`src/hw/rtl/iosiq_pkg.sv`:
```
// shared types, codes and constants of the sync-point increment queue
package iosiq_pkg;

    localparam int QUEUE_DEPTH_DEF = 32;
    localparam int HANDLE_W        = 32;
    localparam int POINT_W         = 8;
    localparam int FUNC_W          = 2;
    localparam int KIND_W          = 2;

    // request codes
    localparam logic [FUNC_W-1:0] FUNC_IMM   = 2'd0;
    localparam logic [FUNC_W-1:0] FUNC_DEFER = 2'd1;
    localparam logic [FUNC_W-1:0] FUNC_DONE  = 2'd2;

    // result codes
    localparam logic [KIND_W-1:0] KIND_HANDLE = 2'd0;
    localparam logic [KIND_W-1:0] KIND_BUMP   = 2'd1;
    localparam logic [KIND_W-1:0] KIND_FULL   = 2'd2;

    // request transaction
    typedef struct packed {
        logic [FUNC_W-1:0]   func;
        logic [POINT_W-1:0]  sync_point;
        logic [HANDLE_W-1:0] done_handle;
    } cmd_item_t;

    // result transaction
    typedef struct packed {
        logic [KIND_W-1:0]   kind;
        logic [HANDLE_W-1:0] issued_handle;
        logic [POINT_W-1:0]  bump_point;
        logic                last;
    } rsp_item_t;

    // one queue entry as kept in the entry memory
    typedef struct packed {
        logic                complete;
        logic [HANDLE_W-1:0] handle;
        logic [POINT_W-1:0]  point;
    } entry_t;

    // what the result register is loaded with
    typedef enum logic [2:0] {
        EMIT_NONE,
        EMIT_FULL,
        EMIT_HANDLE,
        EMIT_PEND_MID,
        EMIT_PEND_LAST
    } emit_sel_t;

    // controller to datapath commands
    typedef struct packed {
        logic      latch;
        logic      append;
        emit_sel_t emit;
        logic      scan_clr;
        logic      rd_scan;
        logic      rd_head;
        logic      scan_inc;
        logic      mark;
        logic      pop;
    } ctl_t;

    // datapath to controller status
    typedef struct packed {
        logic [FUNC_W-1:0] func;
        logic              full;
        logic              occ_zero;
        logic              scan_end;
        logic              hit;
        logic              head_done;
        logic              out_free;
    } sts_t;

endpackage

```
`src/hw/rtl/in_order_syncpoint_increment_queue.sv`:
```
// top level of the in-order sync-point increment queue
// An ordered ring of up to QUEUE_DEPTH sync-point increments that take effect in
// issue order. One request transaction is taken at a time: cmd_stall is low only
// while the block is idle. A request with nothing to search or retire passes
// through acceptance and dispatch. A done signal adds the head-to-tail handle
// search, one memory read and one compare for each entry probed, up to the first
// match or the tail. After an immediate increment or a done signal, complete
// entries are retired from the head until the queue runs empty or stops at a
// pending entry. A new result waits while the result register is not taken.
// The entry memory is read at one address a cycle, with registered data.
// Results leave through a result register, so a request is taken while the last
// result still waits.
module in_order_syncpoint_increment_queue import iosiq_pkg::*; #(
    parameter int QUEUE_DEPTH = QUEUE_DEPTH_DEF
) (
    input  logic      clk,
    input  logic      rst_n,
    input  logic      cmd_valid,
    output logic      cmd_stall,
    input  cmd_item_t cmd,
    output logic      rsp_valid,
    input  logic      rsp_stall,
    output rsp_item_t rsp
);

    ctl_t ctl;
    sts_t st;

    // sequencing
    iosiq_ctrl u_ctrl (
        .clk       (clk),
        .rst_n     (rst_n),
        .cmd_valid (cmd_valid),
        .cmd_stall (cmd_stall),
        .st        (st),
        .ctl       (ctl)
    );

    // storage and result path
    iosiq_dp #(
        .QUEUE_DEPTH (QUEUE_DEPTH)
    ) u_dp (
        .clk       (clk),
        .rst_n     (rst_n),
        .cmd       (cmd),
        .rsp_stall (rsp_stall),
        .rsp_valid (rsp_valid),
        .rsp       (rsp),
        .ctl       (ctl),
        .st        (st)
    );

endmodule

```
`src/hw/rtl/iosiq_dp.sv`:
```
// datapath: entry memory, head and occupancy, handle counter, result register
module iosiq_dp import iosiq_pkg::*; #(
    parameter int QUEUE_DEPTH = QUEUE_DEPTH_DEF
) (
    input  logic      clk,
    input  logic      rst_n,
    input  cmd_item_t cmd,
    input  logic      rsp_stall,
    output logic      rsp_valid,
    output rsp_item_t rsp,
    input  ctl_t      ctl,
    output sts_t      st
);

    localparam int IDX_W = $clog2(QUEUE_DEPTH);
    localparam int CNT_W = $clog2(QUEUE_DEPTH + 1);
    localparam logic [IDX_W-1:0] LAST_IDX  = IDX_W'(QUEUE_DEPTH - 1);
    localparam logic [CNT_W-1:0] DEPTH_CNT = CNT_W'(QUEUE_DEPTH);
    localparam logic [CNT_W:0]   DEPTH_SUM = (CNT_W + 1)'(QUEUE_DEPTH);

    entry_t mem [QUEUE_DEPTH];

    cmd_item_t           item_reg;
    logic [IDX_W-1:0]    head_reg;
    logic [CNT_W-1:0]    occ_reg;
    logic [CNT_W-1:0]    scan_reg;
    logic [HANDLE_W-1:0] next_handle_reg;
    logic [POINT_W-1:0]  pend_point_reg;
    entry_t              rd_reg;
    logic                rsp_valid_reg;
    rsp_item_t           rsp_reg;

    logic [CNT_W:0]   tail_sum;
    logic [CNT_W:0]   scan_sum;
    logic [IDX_W-1:0] tail_slot;
    logic [IDX_W-1:0] scan_slot;
    logic [IDX_W-1:0] head_next;
    logic             out_free;
    logic             wr_en;
    logic [IDX_W-1:0] wr_addr;
    entry_t           wr_data;
    logic             rd_en;
    logic [IDX_W-1:0] rd_addr;

    // ring slot of an offset from the head, one compare and subtract
    always_comb
    begin
        tail_sum = (CNT_W + 1)'(head_reg) + (CNT_W + 1)'(occ_reg);
        scan_sum = (CNT_W + 1)'(head_reg) + (CNT_W + 1)'(scan_reg);
        if (tail_sum >= DEPTH_SUM)
        begin
            tail_sum = tail_sum - DEPTH_SUM;
        end
        if (scan_sum >= DEPTH_SUM)
        begin
            scan_sum = scan_sum - DEPTH_SUM;
        end
        tail_slot = tail_sum[IDX_W-1:0];
        scan_slot = scan_sum[IDX_W-1:0];
        head_next = (head_reg == LAST_IDX) ? '0 : head_reg + 1'b1;
    end

    // memory port selection
    always_comb
    begin
        wr_en   = ctl.append | ctl.mark;
        wr_addr = ctl.append ? tail_slot : scan_slot;
        if (ctl.append)
        begin
            wr_data.complete = (item_reg.func == FUNC_IMM);
            wr_data.handle   = (item_reg.func == FUNC_IMM) ? '0 : next_handle_reg;
            wr_data.point    = item_reg.sync_point;
        end
        else
        begin
            wr_data          = rd_reg;
            wr_data.complete = 1'b1;
        end
        rd_en   = ctl.rd_scan | ctl.rd_head;
        rd_addr = ctl.rd_scan ? scan_slot : head_reg;
    end

    // entry memory, registered read
    always_ff @(posedge clk)
    begin
        if (wr_en)
        begin
            mem[wr_addr] <= wr_data;
        end
        if (rd_en)
        begin
            rd_reg <= mem[rd_addr];
        end
    end

    // payload registers
    always_ff @(posedge clk)
    begin
        if (ctl.latch)
        begin
            item_reg <= cmd;
        end
        if (ctl.pop)
        begin
            pend_point_reg <= rd_reg.point;
        end
    end

    // queue pointers and handle counter
    always_ff @(posedge clk or negedge rst_n)
    begin
        if (!rst_n)
        begin
            head_reg        <= '0;
            occ_reg         <= '0;
            scan_reg        <= '0;
            next_handle_reg <= '0;
        end
        else
        begin
            if (ctl.append)
            begin
                occ_reg <= occ_reg + 1'b1;
                if (item_reg.func == FUNC_DEFER)
                begin
                    next_handle_reg <= next_handle_reg + 1'b1;
                end
            end
            else if (ctl.pop)
            begin
                occ_reg  <= occ_reg - 1'b1;
                head_reg <= head_next;
            end
            if (ctl.scan_clr)
            begin
                scan_reg <= '0;
            end
            else if (ctl.scan_inc)
            begin
                scan_reg <= scan_reg + 1'b1;
            end
        end
    end

    assign out_free = !rsp_valid_reg || !rsp_stall;

    // result register valid
    always_ff @(posedge clk or negedge rst_n)
    begin
        if (!rst_n)
        begin
            rsp_valid_reg <= 1'b0;
        end
        else if (ctl.emit != EMIT_NONE)
        begin
            rsp_valid_reg <= 1'b1;
        end
        else if (!rsp_stall)
        begin
            rsp_valid_reg <= 1'b0;
        end
    end

    // result register payload
    always_ff @(posedge clk)
    begin
        case (ctl.emit)
            EMIT_FULL:
            begin
                rsp_reg <= '{kind: KIND_FULL, issued_handle: '0, bump_point: '0,
                             last: 1'b1};
            end
            EMIT_HANDLE:
            begin
                rsp_reg <= '{kind: KIND_HANDLE, issued_handle: next_handle_reg,
                             bump_point: '0, last: 1'b1};
            end
            EMIT_PEND_MID:
            begin
                rsp_reg <= '{kind: KIND_BUMP, issued_handle: '0,
                             bump_point: pend_point_reg, last: 1'b0};
            end
            EMIT_PEND_LAST:
            begin
                rsp_reg <= '{kind: KIND_BUMP, issued_handle: '0,
                             bump_point: pend_point_reg, last: 1'b1};
            end
            default:
            begin
                rsp_reg <= rsp_reg;
            end
        endcase
    end

    assign rsp_valid = rsp_valid_reg;
    assign rsp       = rsp_reg;

    // status back to the controller
    always_comb
    begin
        st.func      = item_reg.func;
        st.full      = (occ_reg == DEPTH_CNT);
        st.occ_zero  = (occ_reg == '0);
        st.scan_end  = (scan_reg == occ_reg);
        st.hit       = (rd_reg.handle == item_reg.done_handle);
        st.head_done = rd_reg.complete;
        st.out_free  = out_free;
    end

    // occupancy stays within the ring
    a_occ_range: assert property (@(posedge clk) disable iff (!rst_n)
        occ_reg <= DEPTH_CNT)
        else $error("occupancy beyond queue depth");

    // no append into a full ring
    a_no_append_full: assert property (@(posedge clk) disable iff (!rst_n)
        ctl.append |-> occ_reg != DEPTH_CNT)
        else $error("append while queue full");

    // retirement only from a non-empty ring
    a_no_pop_empty: assert property (@(posedge clk) disable iff (!rst_n)
        ctl.pop |-> occ_reg != '0)
        else $error("retire from empty queue");

endmodule

```
`src/hw/rtl/iosiq_ctrl.sv`:
```
// controller: sequences dispatch, handle search and head retirement
module iosiq_ctrl import iosiq_pkg::*; (
    input  logic clk,
    input  logic rst_n,
    input  logic cmd_valid,
    output logic cmd_stall,
    input  sts_t st,
    output ctl_t ctl
);

    typedef enum logic [2:0] {
        S_IDLE,
        S_DISPATCH,
        S_SEARCH_RD,
        S_SEARCH_CMP,
        S_RETIRE_RD,
        S_RETIRE_CHK,
        S_FLUSH
    } state_t;

    state_t state_reg;
    state_t state_next;
    logic   have_pend_reg;
    logic   have_pend_next;

    // next state and commands
    always_comb
    begin
        state_next     = state_reg;
        have_pend_next = have_pend_reg;
        ctl            = '0;
        ctl.emit       = EMIT_NONE;
        case (state_reg)
            S_IDLE:
            begin
                if (cmd_valid)
                begin
                    ctl.latch  = 1'b1;
                    state_next = S_DISPATCH;
                end
            end
            S_DISPATCH:
            begin
                if (st.func == FUNC_IMM || st.func == FUNC_DEFER)
                begin
                    if (st.full)
                    begin
                        if (st.out_free)
                        begin
                            ctl.emit   = EMIT_FULL;
                            state_next = S_IDLE;
                        end
                    end
                    else if (st.func == FUNC_IMM)
                    begin
                        ctl.append = 1'b1;
                        state_next = S_RETIRE_RD;
                    end
                    else if (st.out_free)
                    begin
                        ctl.append = 1'b1;
                        ctl.emit   = EMIT_HANDLE;
                        state_next = S_IDLE;
                    end
                end
                else if (st.func == FUNC_DONE)
                begin
                    ctl.scan_clr = 1'b1;
                    state_next   = S_SEARCH_RD;
                end
                else
                begin
                    state_next = S_IDLE;
                end
            end
            // walk from head to tail for the first matching handle
            S_SEARCH_RD:
            begin
                if (st.scan_end)
                begin
                    state_next = S_RETIRE_RD;
                end
                else
                begin
                    ctl.rd_scan = 1'b1;
                    state_next  = S_SEARCH_CMP;
                end
            end
            S_SEARCH_CMP:
            begin
                if (st.hit)
                begin
                    ctl.mark   = 1'b1;
                    state_next = S_RETIRE_RD;
                end
                else
                begin
                    ctl.scan_inc = 1'b1;
                    state_next   = S_SEARCH_RD;
                end
            end
            // retire complete entries at the head, the latest one held back for the last flag
            S_RETIRE_RD:
            begin
                if (st.occ_zero)
                begin
                    state_next = S_FLUSH;
                end
                else
                begin
                    ctl.rd_head = 1'b1;
                    state_next  = S_RETIRE_CHK;
                end
            end
            S_RETIRE_CHK:
            begin
                if (!st.head_done)
                begin
                    state_next = S_FLUSH;
                end
                else if (!have_pend_reg || st.out_free)
                begin
                    if (have_pend_reg)
                    begin
                        ctl.emit = EMIT_PEND_MID;
                    end
                    ctl.pop        = 1'b1;
                    have_pend_next = 1'b1;
                    state_next     = S_RETIRE_RD;
                end
            end
            S_FLUSH:
            begin
                if (!have_pend_reg)
                begin
                    state_next = S_IDLE;
                end
                else if (st.out_free)
                begin
                    ctl.emit       = EMIT_PEND_LAST;
                    have_pend_next = 1'b0;
                    state_next     = S_IDLE;
                end
            end
            default:
            begin
                state_next = S_IDLE;
            end
        endcase
    end

    // state register
    always_ff @(posedge clk or negedge rst_n)
    begin
        if (!rst_n)
        begin
            state_reg     <= S_IDLE;
            have_pend_reg <= 1'b0;
        end
        else
        begin
            state_reg     <= state_next;
            have_pend_reg <= have_pend_next;
        end
    end

    assign cmd_stall = (state_reg != S_IDLE);

    // a result is only loaded when the result register can take it
    a_emit_free: assert property (@(posedge clk) disable iff (!rst_n)
        ctl.emit != EMIT_NONE |-> st.out_free)
        else $error("result loaded over an untaken result");

    // every retired entry has been sent by the time a new request is taken
    a_idle_no_pend: assert property (@(posedge clk) disable iff (!rst_n)
        state_reg == S_IDLE |-> !have_pend_reg)
        else $error("retired entry left unsent");

endmodule

```
`config.mk`:
```
export PLATFORM = sky130hd
export DESIGN_NAME = in_order_syncpoint_increment_queue
export DESIGN_NICKNAME = d
export VERILOG_FILES = /design/src/hw/rtl/iosiq_pkg.sv /design/src/hw/rtl/in_order_syncpoint_increment_queue.sv /design/src/hw/rtl/iosiq_dp.sv /design/src/hw/rtl/iosiq_ctrl.sv
export SDC_FILE = /design/constraint.sdc
export NUM_CORES = 2
export LEC_CHECK = 0
export BUFFER_PORTS_ARGS = -buffer_cell sky130_fd_sc_hd__buf_2
export CORE_MARGIN = 4
export CORE_UTILIZATION = 43
export DETAILED_ROUTE_END_ITERATION = 8
export PLACE_DENSITY = 0.64
export SLEW_MARGIN = 30
export SYNTH_ARGS = -nofsm -noshare
export SYNTH_HDL_FRONTEND = slang
export SYNTH_HIERARCHICAL = 1
export SYNTH_SLANG_ARGS = --single-unit
```
`constraint.sdc`:
```
create_clock -name clk -period 8.4 [get_ports clk]
set_input_delay 0.84 -clock clk [delete_from_list [all_inputs] [get_ports clk]]
set_output_delay 0.84 -clock clk [all_outputs]
set_load 0.01 [all_outputs]
```
Word-level counts from Yosys, hierarchy flattened
Memory sizes are Yosys's and may differ from the RTL's. A register that Yosys moved wholly into a read port is not among the register bits.
Cells that the tools add are included.
- add/sub/neg operators: 9
- magnitude comparators: 2
- equal/unequal tests: 21
- mux-type cells: 63
- bitwise logic cells: 3
- reduce and logical (&&, ||, !) cells: 19
- operator list (kind ; count):
    $pmux W43 S4 ; 1
    $mux W3 ; 15
    $mux W41 ; 1
    $add A32 B1 Y32 const B ; 1
    $eq A32 B32 Y1 ; 1
    $mux W32 ; 1
    $mux W1 ; 26
    $mux W5 ; 5
    $mux W6 ; 4
    $pmux W3 S7 ; 1
    $add A5 B6 Y7 ; 2
    $ge A7 B6 Y1 const B ; 2
    $add A6 B1 Y6 const B ; 2
    $eq A3 B2 Y1 const B ; 4
    $eq A3 B3 Y1 const B ; 4
    $mux W2 ; 5
    $sub A5 B1 Y5 const B ; 2
    $pmux W3 S3 ; 1
    $mux W4 ; 2
    $eq A3 B1 Y1 const B ; 2
    $eq A6 B6 Y1 ; 1
    $eq A6 B6 Y1 const B ; 1
    $logic_not A6 Y1 ; 1
    $ne A2 B1 Y1 const B ; 3
    other kinds (19) ; 29
- flip-flop bits (word level): 147
- bits in writable memories: 1312
- bits of input ports: 46
- memories: 1
- memories (memory ; depth ; width ; read ports ; clocked after Yosys merged registers in ; write ports ; line ; text):
    u_dp.mem ; 32 ; 41 ; 1 ; 1 ; 1 ; iosiq_dp.sv:21 ; entry_t mem [QUEUE_DEPTH];

Logic depth before layout (Yosys ltp)
- depth after elaboration: 10
- depth in mapped cells: 16
- mapped depth without buffers: 12

By module
Netlist, hierarchy kept.
- by module, submodules not included (module ; times used ; cells each ; area an instance (µm²) ; seq. area each (µm²)):
    iosiq_dp ; 1 ; 4916 ; 65720.5 ; 44672.8
    iosiq_ctrl ; 1 ; 59 ; 473.0 ; 100.1

Worst setup path before layout
Ideal clock, no wire load.
- path type: flip-flop to flip-flop
- from: register u_dp.occ_reg[0]
- to: memory u_dp/mem[0][0] (netlist name) (enable)
- library setup time: 0.439 ns
- arrival time: 4.294 ns
- slack: 3.666 ns
- cell stages (with the launch flop): 10
- path buffers: 2
- cells stage by stage: dfrtp_1 or4_1 nor3b_1 and3b_1 buf_1 inv_1 clkbuf_1 o21a_1 nand2_1 nor2_1
- RTL lines (what ; line ; text):
    start, declared ; iosiq_dp.sv:25 ; logic [CNT_W-1:0] occ_reg;
    start signal, assigned ; iosiq_dp.sv:123 ; occ_reg <= occ_reg + 1'b1;
    start signal, assigned ; iosiq_dp.sv:131 ; occ_reg <= occ_reg - 1'b1;
    end, declared ; iosiq_dp.sv:21 ;

Worst setup path in the final report
- from: register u_dp.head_reg[0]
- to: register, netlist name u_dp/rd_reg[31]
- cells in the longest elaborated chain, start to end: 4
- elaborated cells between the ends (all ways): 5
- classes of those cells: 2 x add/sub; 1 x order compare; 2 x mux
- RTL lines (what ; line ; text):
    start, declared ; iosiq_dp.sv:24 ; logic [IDX_W-1:0] head_reg;
    start signal, assigned ; iosiq_dp.sv:132 ; head_reg <= head_next;
    $add A5 B6 Y7 ; iosiq_dp.sv:49 ; scan_sum = (CNT_W + 1)'(head_reg) + (CNT_W + 1)'(scan_reg);
    $ge A7 B6 Y1 or $sub A5 B1 Y5 (tied branches) ; iosiq_dp.sv:54, iosiq_dp.sv:56 ;
    $mux W5 ; iosiq_dp.sv:54 ; if (scan_sum >= DEPTH_SUM)
    $mux W5 (*) ; iosiq_dp.sv:80 ; rd_addr = ctl.rd_scan ? scan_slot : head_reg;
Mark *: on every way between the ends. The rest lies on a longest branch, timed or not.
A chain may end at the register's enable or synchronous reset.

==> impl_metrics.ini <==
[sta]
timing.final.hold_violations = 0
tightestPinTransition_ns = 1.062
setup_violations = 0
drv_slew = 0
maxSlewHeadroom_pct = 29.19
skew_ns = 0.02244
fin_crit_ns = 5.269
fmax_mhz = 189.8
tns_ns = 0
fin_crit_sh_pct = 62.73
timing.hold.ws_ns = 0.2141
rsz0062_at_grt = no
setup_slack_ns = 3.131

[clock_tree]
clockRootBuffer = clkbuf_16
post_cts_resized = 0
cts_hold_buf = 0
cts_sinks = 1500
htree_num_levels = 4
cts_buffers = 154
cts.reportedPaths.clkPinSlew_ns = 0.06
tritoncts = yes
insertion_delay_ns = 0.79
postCtsSetupRepairBufs = 0
cts.path.max_buffers = 3

[placement]
dp.final_hpwl_mm = 111.4
numPortBuffers = 90
pre_cts_ws_ns = 3.171
place.gp.congestion = 0.8452

[floorplan]
core_um2 = 152400
start_util_pct = 43.42
io_pins = 91
rows = 143
die-area_um2 = 160300
dieHeight_um = 400.4
die_w_um = 400.4

[finish]
largest_register_ffs = 1312
syn_to_final_growth_pct = 11.29
layout_common_cells = edfxtp_1 (1446), nand2_1 (408), nor2b_1 (368)
fin_util_pct = 48.32
final_common_cell = edfxtp_1
nNetsFinal = 5016
drive_gt1_share_pct = 11.47

[route]
drt_iter0_drc = 6176
wl_per_cell_um = 29.08
routed_wirelength_mm = 206.6
vias_per_cell = 6.348
via_count = 45110
drc_errors = 0
firstDrtPassIters = 6
ant_nets = 0

[yosys]
yosysWarningCount = 6
synth_area_leaders = edfxtp_1 (66%), nor2b_1 (3.5%), nand2_1 (2.3%)
yosysTopAreaCell = edfxtp_1
synth.avg_cell_area_um2 = 13.31
async_reset_ff_share_pct = 3.600
synth_area_um2 = 66190
synth_ff_type = edfxtp_1
syn-num-nets = 5040
synth-seq-cells = 1500
syn-instance-count = 4975
yosys.area.top_type_share_pct = 65.60
ys_seq_area_share_pct = 67.64
ys_types = 90
synth-edff-count = 1446

[grt]
antenna_found_initial = 5
grt_first_pass_wirelength_mm = 299.5
grt_max_degree = 179
grt_util_all_layers_pct = 25.06
grt.overflow.total = 0
first_global_vias = 43170

[power_and_ir_drop]
peakVddDrop_mv = 0.4480
power_mw = 30.80
p_per_area_nw_per_um2 = 418.1
leakagePower_nw = 24.04

[min_path]
hold_class = in2async

[worst_setup_path]
cp_cell_sequence = ha_4 > fa_4 > mux2_8 > buf_4 > mux4_2 > nor2b_1 > o311ai_1 > a221oi_1
reg2reg_to = u_dp/rd_reg[31]
regToRegSetupSlack_ns = 3.13
worstPathArrival_ns = 5.74
cpPeakStageDelay_ns = 1.24
critPathSlowestCell = fa_4
worst_setup_path_end_kind = flip-flop
r2r-start = u_dp/head_reg[0]
r2r_cells = 8
path_max_fanout = 69
crit_path_start_kind = flip-flop
crit_type = reg2reg
cp_data_required_time_ns = 8.87

[run]
max_cap_violations = 0

[outcome]
status = completed
kinds of logic (layout without fill, tap and decap cells):
| kind of cell | Yosys count | after routing | synth area share, % |
|---|---|---|---|
| AOI/OAI and AO/OA | 1284 | 1284 | 13.69 |
| buffers and inverters | 415 | 514 | 3.142 |
| other | 0 | 1 | 0 |
| muxes | 154 | 154 | 2.656 |
| xor gates and xnor gates | 85 | 85 | 1.125 |
| adders and majority gates | 19 | 19 | 0.3932 |
| DFF | 1500 | 1500 | 67.64 |
| and+or+nand+nor | 1518 | 1518 | 11.36 |
synth_stat cells, drive strengths merged (27+ instances only):
| cell | count |
|---|---|
| xor2 | 53 |
| and2 | 43 |
| nand4 | 27 |
| a22o | 50 |
| edfxtp | 1446 |
| o311ai | 29 |
| buf | 237 |
| mux2i | 93 |
| mux2 | 50 |
| nand3 | 272 |
| a21oi | 140 |
| a31oi | 65 |
| o22ai | 212 |
| nand2 | 409 |
| xnor2 | 32 |
| a22oi | 123 |
| dfrtp | 54 |
| clkbuf | 144 |
| o21ai | 173 |
| a211oi | 44 |
| o21bai | 77 |
| o221ai | 45 |
| inv | 32 |
| and3 | 39 |
| nor2b | 369 |
| nor2 | 277 |
| o211ai | 139 |
metrics by stage:
step,std cells,instance area (um2)
3_5_place_dp,6823,68800
3_3_place_gp,6817,68600
6_report,7105,73670
2_1_floorplan,4975,66190
5_1_grt,7104,73660
4_1_cts,7102,73590
critical path, delay by kind of cell (launching register included):
family                     cells  cell delay [ns]
and+or+nand+nor                1             0.15
muxes                          2             1.09
AOI/OAI and AO/OA              2             0.50
buffers and inverters          1             0.85
DFF                            1             0.75
adders and majority gates      2             1.54
worst max path at each step:
stage                           from               to  slack (ns)  depth (start not counted)
floorplan            u_dp/occ_reg[0]   u_dp/mem[0][0]        3.67                          9
finish              u_dp/head_reg[0]  u_dp/rd_reg[31]        3.13                          8
detailed placement  u_dp/head_reg[0]  u_dp/rd_reg[31]        3.17                          8
CTS                 u_dp/head_reg[0]  u_dp/rd_reg[31]        3.14                          8
global placement    u_dp/head_reg[0]  u_dp/mem[8][10]        3.17                          9
global route        u_dp/head_reg[0]  u_dp/rd_reg[11]        2.92                         10
power breakdown:
part	switching [mW]	total [mW]	internal, mW
logic	9.23	13.5	4.24
clock network	2.84	6.63	3.78
registers	0.594	10.7	10.1
per-layer routing:
layer,vias up,part of all wire [%],global-route usage [%]
li1,19130,-,-
met1,22610,39,34.40
met2,2920,45,38.53
met3,439,12,6.170
met4,2,3.9,9.719
met5,-,0.068,0.5947
final cells by class:
cell class / instances / area [um2]
timing repair buffer: 201 / 1556
antenna: 1 / 2.502
tap: 2030 / 2540
fill: 13030 / 78780
inverter: 34 / 132.6
multi-input combinational: 3060 / 19860
clock buffer: 198 / 4104
clock inverter: 81 / 685.7
sequential: 1500 / 44780
(Power assumes the default switching activity.)
